File: config.mk
export PLATFORM = sky130hd
export DESIGN_NAME = band_peak_level_meter_top
export DESIGN_NICKNAME = d
export VERILOG_FILES = /design/src/rtl/bplm_pkg.sv /design/src/rtl/bplm_bands.sv /design/src/rtl/bplm_div.sv /design/src/rtl/band_peak_level_meter_top.sv
export VERILOG_INCLUDE_DIRS = /design/src /design/src/rtl
export SDC_FILE = /design/constraint.sdc
export NUM_CORES = 1
export LEC_CHECK = 0
export ABC_AREA = 1
export BUFFER_PORTS_ARGS = -buffer_cell sky130_fd_sc_hd__clkbuf_2
export CAP_MARGIN = 20
export CORE_MARGIN = 2
export CORE_UTILIZATION = 62
export CTS_CLUSTER_DIAMETER = 80
export DETAILED_ROUTE_END_ITERATION = 6
export GPL_TIMING_DRIVEN = 0
export PLACE_DENSITY_LB_ADDON = 0.2
export SETUP_SLACK_MARGIN = 0.02
export SLEW_MARGIN = 20
export SYNTH_ARGS = -nofsm -noshare
export SYNTH_HDL_FRONTEND = slang
export SYNTH_HIERARCHICAL = 1
export SYNTH_SLANG_ARGS = --single-unit
File: constraint.sdc
create_clock -name clk -period 5.6 [get_ports clk]
set_input_delay 0 -clock clk [delete_from_list [all_inputs] [get_ports clk]]
set_output_delay 0 -clock clk [all_outputs]
set_load 0.1 [all_outputs]
File: src/rtl/assert_macros.svh
// ---------------------------------------------------------------------------
// Assertion macros
// Shared helpers for concurrent assertions in the band peak level meter.
// ---------------------------------------------------------------------------
`ifndef ASSERT_MACROS_SVH
`define ASSERT_MACROS_SVH

// Check on every clock edge outside of reset
`define BPLM_ASSERT(lbl, prop, msg) \
  lbl: assert property (@(posedge clk) disable iff (!rst_n) prop) else $error(msg);

// Check on every clock edge, reset included
`define BPLM_ASSERT_ALWAYS(lbl, prop, msg) \
  lbl: assert property (@(posedge clk) prop) else $error(msg);

`endif

File: src/rtl/bplm_pkg.sv
// ---------------------------------------------------------------------------
// bplm_pkg
// Types and constants shared by the band peak level meter modules.
// ---------------------------------------------------------------------------
`timescale 1ns / 1ps
`default_nettype none

package bplm_pkg;

  // Channel slots held in the packed settings
  localparam int MAX_CH    = 4;
  localparam int CH_W      = 2;
  localparam int CCNT_W    = 3;

  // Field widths
  localparam int IDX_W     = 11;
  localparam int BIN_W     = 16;
  localparam int LVL_W     = 15;
  localparam int QUO_W     = 8;
  localparam int NUM_W     = LVL_W + QUO_W;
  localparam int STEP_W    = 3;
  localparam int IDXS_W    = MAX_CH * IDX_W;
  localparam int LVLS_W    = MAX_CH * LVL_W;

  // Stream and configuration port widths
  localparam int IN_DW     = 16;
  localparam int OUT_DW    = 16;
  localparam int CFG_IW    = 3;
  localparam int CFG_DW    = 60;

  localparam logic [QUO_W-1:0] FULL_SCALE = 8'd255;

  // Configuration register indices
  typedef enum logic [CFG_IW-1:0] {
    CFG_CHANNEL_COUNT = 3'd0,
    CFG_BAND_BEGINS   = 3'd1,
    CFG_BAND_ENDS     = 3'd2,
    CFG_NOISE_LEVELS  = 3'd3,
    CFG_CEILINGS      = 3'd4
  } cfg_idx_t;

  // Frame-end sequencer
  typedef enum logic [1:0] {
    S_IDLE,
    S_LOAD,
    S_DIV,
    S_PUSH
  } seq_state_t;

  // Peak tracker control
  typedef struct packed {
    logic upd;
    logic clr;
  } bands_ctl_t;

  // Divider status
  typedef struct packed {
    logic busy;
    logic done;
  } div_sts_t;

  typedef logic [MAX_CH-1:0][BIN_W-1:0] peak_vec_t;

endpackage

`default_nettype wire

File: src/rtl/bplm_bands.sv
// ---------------------------------------------------------------------------
// bplm_bands
// Bin counter and per-channel band peak tracking, one bin per beat.
// ---------------------------------------------------------------------------
`timescale 1ns / 1ps
`default_nettype none

module bplm_bands
  import bplm_pkg::*;
#(
  parameter int NUM_CHANNELS = 4,
  parameter int FFT_BINS     = 1024
) (
  input  wire                      clk,
  input  wire                      rst_n,
  input  bands_ctl_t               ctl,
  input  wire  signed [BIN_W-1:0]  bin_value,
  input  wire         [IDXS_W-1:0] band_begins,
  input  wire         [IDXS_W-1:0] band_ends,
  output peak_vec_t                peak,
  output logic        [MAX_CH-1:0] seen
);

  localparam int CNT_W = $clog2(FFT_BINS + 1);

  logic        [CNT_W-1:0]  cnt_r, cnt_nxt;
  logic                     cnt_live;
  logic        [IDX_W-1:0]  cnt_x;
  peak_vec_t                peak_r, peak_nxt;
  logic        [MAX_CH-1:0] seen_r, seen_nxt;

  // Bins past the frame length belong to no band
  assign cnt_live = cnt_r < CNT_W'(FFT_BINS);
  assign cnt_x    = IDX_W'(cnt_r);

  // Counter: advance on a live bin, drop to zero at frame clear
  always_comb begin
    cnt_nxt = cnt_r;
    if (ctl.clr) begin
      cnt_nxt = '0;
    end else if (ctl.upd && cnt_live) begin
      cnt_nxt = cnt_r + CNT_W'(1);
    end
  end

  // Lanes: take the bin as new peak when inside the band
  always_comb begin
    peak_nxt = peak_r;
    seen_nxt = seen_r;
    for (int k = 0; k < MAX_CH; k++) begin
      if (k < NUM_CHANNELS && ctl.upd && cnt_live &&
          cnt_x >= band_begins[k*IDX_W +: IDX_W] &&
          cnt_x <  band_ends[k*IDX_W +: IDX_W]) begin
        if (!seen_r[k] || bin_value > $signed(peak_r[k])) begin
          peak_nxt[k] = bin_value;
        end
        seen_nxt[k] = 1'b1;
      end
    end
    if (ctl.clr) begin
      seen_nxt = '0;
    end
  end

  always_ff @(posedge clk) begin
    if (!rst_n) begin
      cnt_r  <= '0;
      seen_r <= '0;
    end else begin
      cnt_r  <= cnt_nxt;
      seen_r <= seen_nxt;
    end
  end

  // Peak values only count while their seen bit is set
  always_ff @(posedge clk) begin
    peak_r <= peak_nxt;
  end

  assign peak = peak_r;
  assign seen = seen_r;

endmodule

`default_nettype wire

File: src/rtl/bplm_div.sv
// ---------------------------------------------------------------------------
// bplm_div
// Shared restoring divider, one quotient bit per cycle.
// ---------------------------------------------------------------------------
`timescale 1ns / 1ps
`default_nettype none

module bplm_div
  import bplm_pkg::*;
(
  input  wire              clk,
  input  wire              rst_n,
  input  wire              start,
  input  wire  [NUM_W-1:0] num,
  input  wire  [LVL_W-1:0] den,
  output logic [QUO_W-1:0] quo,
  output div_sts_t         sts
);

  logic              busy_r, done_r;
  logic [NUM_W-1:0]  rem_r, dv_r;
  logic [QUO_W-1:0]  q_r;
  logic [STEP_W-1:0] step_r;
  logic              ge;
  logic [NUM_W-1:0]  rem_sub;

  // Trial subtract against the shifted divisor
  assign ge      = rem_r >= dv_r;
  assign rem_sub = rem_r - dv_r;

  always_ff @(posedge clk) begin
    if (!rst_n) begin
      busy_r <= 1'b0;
      done_r <= 1'b0;
    end else begin
      done_r <= busy_r && (step_r == '0);
      if (start) begin
        busy_r <= 1'b1;
      end else if (busy_r && (step_r == '0)) begin
        busy_r <= 1'b0;
      end
    end
  end

  // Load operands, then shift one quotient bit in per cycle
  always_ff @(posedge clk) begin
    if (start) begin
      rem_r  <= num;
      dv_r   <= NUM_W'(den) << (QUO_W - 1);
      q_r    <= '0;
      step_r <= STEP_W'(QUO_W - 1);
    end else if (busy_r) begin
      if (ge) begin
        rem_r <= rem_sub;
      end
      q_r    <= {q_r[QUO_W-2:0], ge};
      dv_r   <= dv_r >> 1;
      step_r <= step_r - STEP_W'(1);
    end
  end

  assign quo      = q_r;
  assign sts.busy = busy_r;
  assign sts.done = done_r;

endmodule

`default_nettype wire

File: src/rtl/band_peak_level_meter_top.sv
// ---------------------------------------------------------------------------
// band_peak_level_meter_top
// Per-channel band peak meter over spectrum frames, with brightness results.
// ---------------------------------------------------------------------------
// Usage:
//   in_*  : one spectrum bin per beat, bin value in in_tdata, in_tlast on the
//           last bin of the frame. Bins are taken one per cycle while idle.
//   out_* : one brightness result per active channel after each frame end,
//           in channel order, out_tlast on the final one.
//   cfg_* : register writes (index, data), always ready; write only while
//           the block is idle.
// Frame end:
//   After the frame-end beat, in_tready stays low while the sequencer walks
//   the channels: a load step, the shared 8-step divider when the level is
//   not trivial, and a step to register the result, for each channel.
// Reset: registers, seen flags and the bin counter clear (not peaks); no output.
// Stall: a result waits in the output register; the sequencer holds until it
//   is taken. The next frame may start while the last result still waits.
// ---------------------------------------------------------------------------
`timescale 1ns / 1ps
`default_nettype none

module band_peak_level_meter_top
  import bplm_pkg::*;
#(
  parameter int NUM_CHANNELS = 4,
  parameter int FFT_BINS     = 1024
) (
  input  wire               clk,
  input  wire               rst_n,
  // Input bins
  input  wire               in_tvalid,
  output logic              in_tready,
  input  wire  [IN_DW-1:0]  in_tdata,   // [15:0] bin_value
  input  wire               in_tlast,   // frame_end
  // Results
  output logic              out_tvalid,
  input  wire               out_tready,
  output logic [OUT_DW-1:0] out_tdata,  // [1:0] channel_index, [9:2] level, [15:10] zero
  output logic              out_tlast,  // last
  // Configuration writes
  input  wire               cfg_valid,
  output logic              cfg_ready,
  input  wire  [CFG_IW-1:0] cfg_index,
  input  wire  [CFG_DW-1:0] cfg_data
);

  // Configuration registers
  logic [CCNT_W-1:0] chan_cnt_r;
  logic [IDXS_W-1:0] begins_r, ends_r;
  logic [LVLS_W-1:0] noise_r, ceil_r;

  // Sequencer
  seq_state_t        state_r, state_nxt;
  logic [CH_W-1:0]   ch_r, ch_nxt;
  logic [QUO_W-1:0]  lvl_r, lvl_nxt;

  // Output register
  logic              out_valid_r, out_valid_nxt;
  logic [CH_W-1:0]   out_chan_r;
  logic [QUO_W-1:0]  out_lvl_r;
  logic              out_last_r;

  // Datapath
  bands_ctl_t        bands_ctl;
  peak_vec_t         peak_vec;
  logic [MAX_CH-1:0] seen_vec;
  div_sts_t          div_sts;
  logic              div_start;
  logic [QUO_W-1:0]  div_quo;
  logic [NUM_W-1:0]  div_num;

  logic              in_acc, out_free, out_load, last_ch;
  logic [CCNT_W-1:0] active;
  logic signed [BIN_W-1:0] peak_sel, noise_ext, ceil_ext, diff;
  logic [LVL_W-1:0]  noise_sel, ceil_sel, diff_u;
  logic              le_noise, gt_ceil, trivial;
  logic [QUO_W-1:0]  trivial_lvl;

  // Configuration write port
  assign cfg_ready = 1'b1;

  always_ff @(posedge clk) begin
    if (!rst_n) begin
      chan_cnt_r <= '0;
      begins_r   <= '0;
      ends_r     <= '0;
      noise_r    <= '0;
      ceil_r     <= '0;
    end else if (cfg_valid) begin
      unique case (cfg_idx_t'(cfg_index))
        CFG_CHANNEL_COUNT: chan_cnt_r <= cfg_data[CCNT_W-1:0];
        CFG_BAND_BEGINS:   begins_r   <= cfg_data[IDXS_W-1:0];
        CFG_BAND_ENDS:     ends_r     <= cfg_data[IDXS_W-1:0];
        CFG_NOISE_LEVELS:  noise_r    <= cfg_data[LVLS_W-1:0];
        CFG_CEILINGS:      ceil_r     <= cfg_data[LVLS_W-1:0];
        default: ;
      endcase
    end
  end

  // Peak tracker
  bplm_bands #(
    .NUM_CHANNELS (NUM_CHANNELS),
    .FFT_BINS     (FFT_BINS)
  ) u_bands (
    .clk         (clk),
    .rst_n       (rst_n),
    .ctl         (bands_ctl),
    .bin_value   ($signed(in_tdata[BIN_W-1:0])),
    .band_begins (begins_r),
    .band_ends   (ends_r),
    .peak        (peak_vec),
    .seen        (seen_vec)
  );

  // Shared divider
  bplm_div u_div (
    .clk   (clk),
    .rst_n (rst_n),
    .start (div_start),
    .num   (div_num),
    .den   (ceil_sel),
    .quo   (div_quo),
    .sts   (div_sts)
  );

  // Handshake and channel bookkeeping
  assign in_acc   = in_tvalid && in_tready;
  assign out_free = !out_valid_r || out_tready;
  assign active   = (chan_cnt_r > CCNT_W'(NUM_CHANNELS)) ? CCNT_W'(NUM_CHANNELS)
                                                         : chan_cnt_r;
  assign last_ch  = (CCNT_W'(ch_r) + CCNT_W'(1)) == active;

  // Select the current channel and classify its peak
  assign peak_sel  = $signed(peak_vec[ch_r]);
  assign noise_sel = noise_r[ch_r*LVL_W +: LVL_W];
  assign ceil_sel  = ceil_r[ch_r*LVL_W +: LVL_W];
  assign noise_ext = $signed({1'b0, noise_sel});
  assign ceil_ext  = $signed({1'b0, ceil_sel});
  assign le_noise  = peak_sel <= noise_ext;
  assign gt_ceil   = peak_sel > ceil_ext;
  assign trivial   = !seen_vec[ch_r] || le_noise || gt_ceil;
  assign trivial_lvl = (!seen_vec[ch_r] || le_noise) ? '0 : FULL_SCALE;

  // Numerator 255 * (peak - noise) as a shift and subtract
  assign diff    = peak_sel - noise_ext;
  assign diff_u  = diff[LVL_W-1:0];
  assign div_num = {diff_u, QUO_W'(0)} - NUM_W'(diff_u);

  // Next state
  always_comb begin
    state_nxt = state_r;
    unique case (state_r)
      S_IDLE: begin
        if (in_acc && in_tlast && (active != '0)) begin
          state_nxt = S_LOAD;
        end
      end
      S_LOAD: begin
        state_nxt = trivial ? S_PUSH : S_DIV;
      end
      S_DIV: begin
        if (div_sts.done) begin
          state_nxt = S_PUSH;
        end
      end
      S_PUSH: begin
        if (out_free) begin
          state_nxt = last_ch ? S_IDLE : S_LOAD;
        end
      end
      default: state_nxt = S_IDLE;
    endcase
  end

  // Sequencer outputs; in idle the input is always ready, so a valid bin is a beat
  always_comb begin
    in_tready     = 1'b0;
    div_start     = 1'b0;
    out_load      = 1'b0;
    bands_ctl.upd = 1'b0;
    bands_ctl.clr = 1'b0;
    ch_nxt        = ch_r;
    lvl_nxt       = lvl_r;
    unique case (state_r)
      S_IDLE: begin
        in_tready     = 1'b1;
        bands_ctl.upd = in_tvalid;
        if (in_tvalid && in_tlast) begin
          ch_nxt        = '0;
          bands_ctl.clr = (active == '0);
        end
      end
      S_LOAD: begin
        div_start = !trivial;
        lvl_nxt   = trivial_lvl;
      end
      S_DIV: begin
        if (div_sts.done) begin
          lvl_nxt = div_quo;
        end
      end
      S_PUSH: begin
        out_load = out_free;
        if (out_free) begin
          bands_ctl.clr = last_ch;
          if (!last_ch) begin
            ch_nxt = ch_r + CH_W'(1);
          end
        end
      end
      default: ;
    endcase
  end

  assign out_valid_nxt = out_load ? 1'b1 : (out_tready ? 1'b0 : out_valid_r);

  always_ff @(posedge clk) begin
    if (!rst_n) begin
      state_r     <= S_IDLE;
      ch_r        <= '0;
      out_valid_r <= 1'b0;
    end else begin
      state_r     <= state_nxt;
      ch_r        <= ch_nxt;
      out_valid_r <= out_valid_nxt;
    end
  end

  // Result payload: hold until the beat is taken
  always_ff @(posedge clk) begin
    lvl_r <= lvl_nxt;
    if (out_load) begin
      out_chan_r <= ch_r;
      out_lvl_r  <= lvl_r;
      out_last_r <= last_ch;
    end
  end

  assign out_tvalid = out_valid_r;
  assign out_tdata  = {(OUT_DW - CH_W - QUO_W)'(0), out_lvl_r, out_chan_r};
  assign out_tlast  = out_last_r;

  // Assertions
  `include "assert_macros.svh"

  `BPLM_ASSERT_ALWAYS(a_div_start_free, div_start |-> !div_sts.busy, "divider started while busy")
  `BPLM_ASSERT(a_ready_div_idle, in_tready |-> !div_sts.busy, "bin taken during a division")
  `BPLM_ASSERT(a_load_in_range, (state_r == S_LOAD) |-> (CCNT_W'(ch_r) < active), "channel past active count")
  `BPLM_ASSERT(a_push_clears, (out_load && last_ch) |=> !out_tvalid || out_tlast, "final result lost its last flag")

endmodule

`default_nettype wire
==> impl_metrics.ini <==
[layout]
layout.nets = 3593
layout_common_cells = 562 x nand2_1, 447 x inv_1, 447 x nor2_1
fin_util_pct = 72.3
drive_gt1_share_pct = 9.27
final_cell_area_mm2 = 0.0257
nFillCells = 2829
final_common_cell = nand2_1
area_growth_pct = 14.8

[logic_synthesis]
syn_area_mm2 = 0.0224
syn_inst = 3065
yosys_warnings = 6
syn_avg_cell_area_um2 = 7.31

[sta]
tightest_slew_ns = 1.16
setup_violations = 0
period_minus_slack_ns = 5.43
max_freq_ghz = 0.184
finalHoldViolCount = 0
finalClockSkew_ns = 0.0240
slew_headroom_pct = 22.2
slew_viol_final = 0
rsz0062_at_grt = true
finalCritPeriodShare_pct = 96.9

[floorplan]
core.rowCount = 69
core_area_mm2 = 0.0356
die-area_mm2 = 0.0377
initial_utilization_pct = 63.0
fp.dieW_um = 194
die_y_um = 194
io_pins = 105

[placement]
hpwl_um = 54500
gp_congestion = 1.00
port_buffers = 97
place_area_mm2 = 0.0236

[run]
maxCapViolCount = 0

[status]
violations = DRC
status = finished, violations left

[cts]
cts_tree = yes
cts_setup_buffers = 0
root_buffer = clkbuf_16
cts_inserted_buffers = 41
numClockSinks = 372
cts.htree.levels = 2
clk_latency_ns = 0.58
max-clock-path-buffers = 3
path_clk_slew_ns = 0.06

[power]
powerDensity_mw_per_mm2 = 410
peakVddDrop_uv = 306
p_leak_nw = 12.0
totalPowerFinal_mw = 10.5

[critical_path]
worstPathRequired_ns = 5.90
worstPathArrival_ns = 5.72
reg2reg_from = ch_r[0]
endpoint_kind = flop
r2r-end = u_div/dv_r[20]
path_max_fanout = 10
rr_worst_depth = 23
crit_end = u_div/dv_r[20]
cp-startpoint = ch_r[0]
start_kind = flop
worst-setup-path-type = flop to flop
ff2ff_setup_slack_ns = 0.17

[global_routing]
grt_usage_pct = 38.4
antenna_found_initial = 1
grt_pass1_vias = 21233
grt_pass1_wl_um = 113000
grt_max_degree = 25
grt_overflow_total = 0

[route]
ant_nets = 0
drt_wl_total_um = 73600
drt_iter0_markers = 2248
drt-wirelength-per-cell_um = 19.5
first_pass_iters = 7
via_per_inst = 5.81
dr_total_vias = 22007
drc = 24

[hold_path]
min-delay-start = in_tvalid
hold_class = primary input to flop
[stage by stage]
stage               setup TNS (ns)  cells  setup WS (ns)  hold slack (ns)
finish                           0   3785          0.173           0.0731
global route                     0   3785        0.00952           0.0449
CTS                              0   3785         0.0216           0.0324
detailed placement          -15.98   3632         -0.509            0.275
global placement            -15.60   3628         -0.489            0.264
floorplan                        0   3070           1.43           0.0989
[critical path, stage by stage, from the launching register on]
cell	delay [ns]
dfxtp_1	0.54
buf_2	0.35
buf_1	0.47
o21ai_0	0.27
a21oi_1	0.32
a21oi_1	0.09
ha_1	0.46
nand2_1	0.12
inv_1	0.10
nand2_1	0.07
inv_1	0.07
nand3_2	0.10
nand3_2	0.10
nand3_1	0.07
nand2_1	0.13
a21oi_1	0.10
nor3_1	0.36
nand2_1	0.17
nor2_1	0.14
buf_2	0.27
nor2_2	0.10
inv_1	0.29
clkbuf_2	0.32
o21ai_0	0.12
[repair_timing]
| item | 4_1_cts | 5_1_grt |
|---|---|---|
| resized for setup | 5 | 18 |
| endpoints found under the setup margin | 63 | 87 |
| hold endpoints to repair | 280 | 0 |
| gates cloned | 0 | 0 |
| hold buffers | 81 | 0 |
[report_power, final]
| group | switching, mW | internal [mW] | total (mW) |
|---|---|---|---|
| registers | 0.150 | 3.14 | 3.29 |
| clock network | 1.14 | 1.54 | 2.68 |
| logic | 3.13 | 1.45 | 4.58 |
[flip-flops by register name, indices dropped and copies added, names as in the netlist, 3 cells and up]
register	count
u_div/step_r	3
u_div/dv_r	22
u_bands/peak	64
out_lvl_r	8
u_div/quo	8
u_bands/cnt_r	11
lvl_r	8
noise_r	60
ends_r	44
begins_r	44
u_bands/seen	4
u_div/rem_r	23
ceil_r	60
chan_cnt_r	3
[worst min-delay path by stage]
| stage | end | slack [ns] | cells after the start |
|---|---|---|---|
| 3_5_place_dp | ceil_r[44] | 0.27 | 3 |
| 2_1_floorplan | u_bands/peak[0] | 0.1 | 0 |
| 6_report | u_bands/cnt_r[0] | 0.07 | 5 |
| 3_3_place_gp | ceil_r[44] | 0.26 | 3 |
| 5_1_grt | u_bands/cnt_r[0] | 0.04 | 5 |
| 4_1_cts | u_bands/cnt_r[0] | 0.03 | 5 |
[final cells by class]
class / instances / area [µm²] / share of cell area (%)
Antenna cell: 1 / 2.50 / 0.00973
Buffer: 112 / 475 / 1.85
Sequential cell: 372 / 8660 / 33.7
Timing Repair Buffer: 182 / 1340 / 5.21
Multi-Input combinational cell: 2111 / 11600 / 45.0
Inverter: 474 / 1780 / 6.92
Clock buffer: 59 / 1200 / 4.66
Clock inverter: 13 / 105 / 0.409
Tap cell: 461 / 577 / 2.24
[per-layer routing]
layer | wire [µm] | share of wire [%] | track usage (%) | vias to the layer above
met4 | 4350 | 5.9 | 19.6 | 0
met1 | 28700 | 39 | 48.2 | 10150
met2 | 33500 | 45 | 63.0 | 1161
li1 | - | - | - | 10410
met5 | 0 | 0 | 0 | -
met3 | 7050 | 9.6 | 7.55 | 286
No activity file was read; power rests on OpenSTA's default activity.
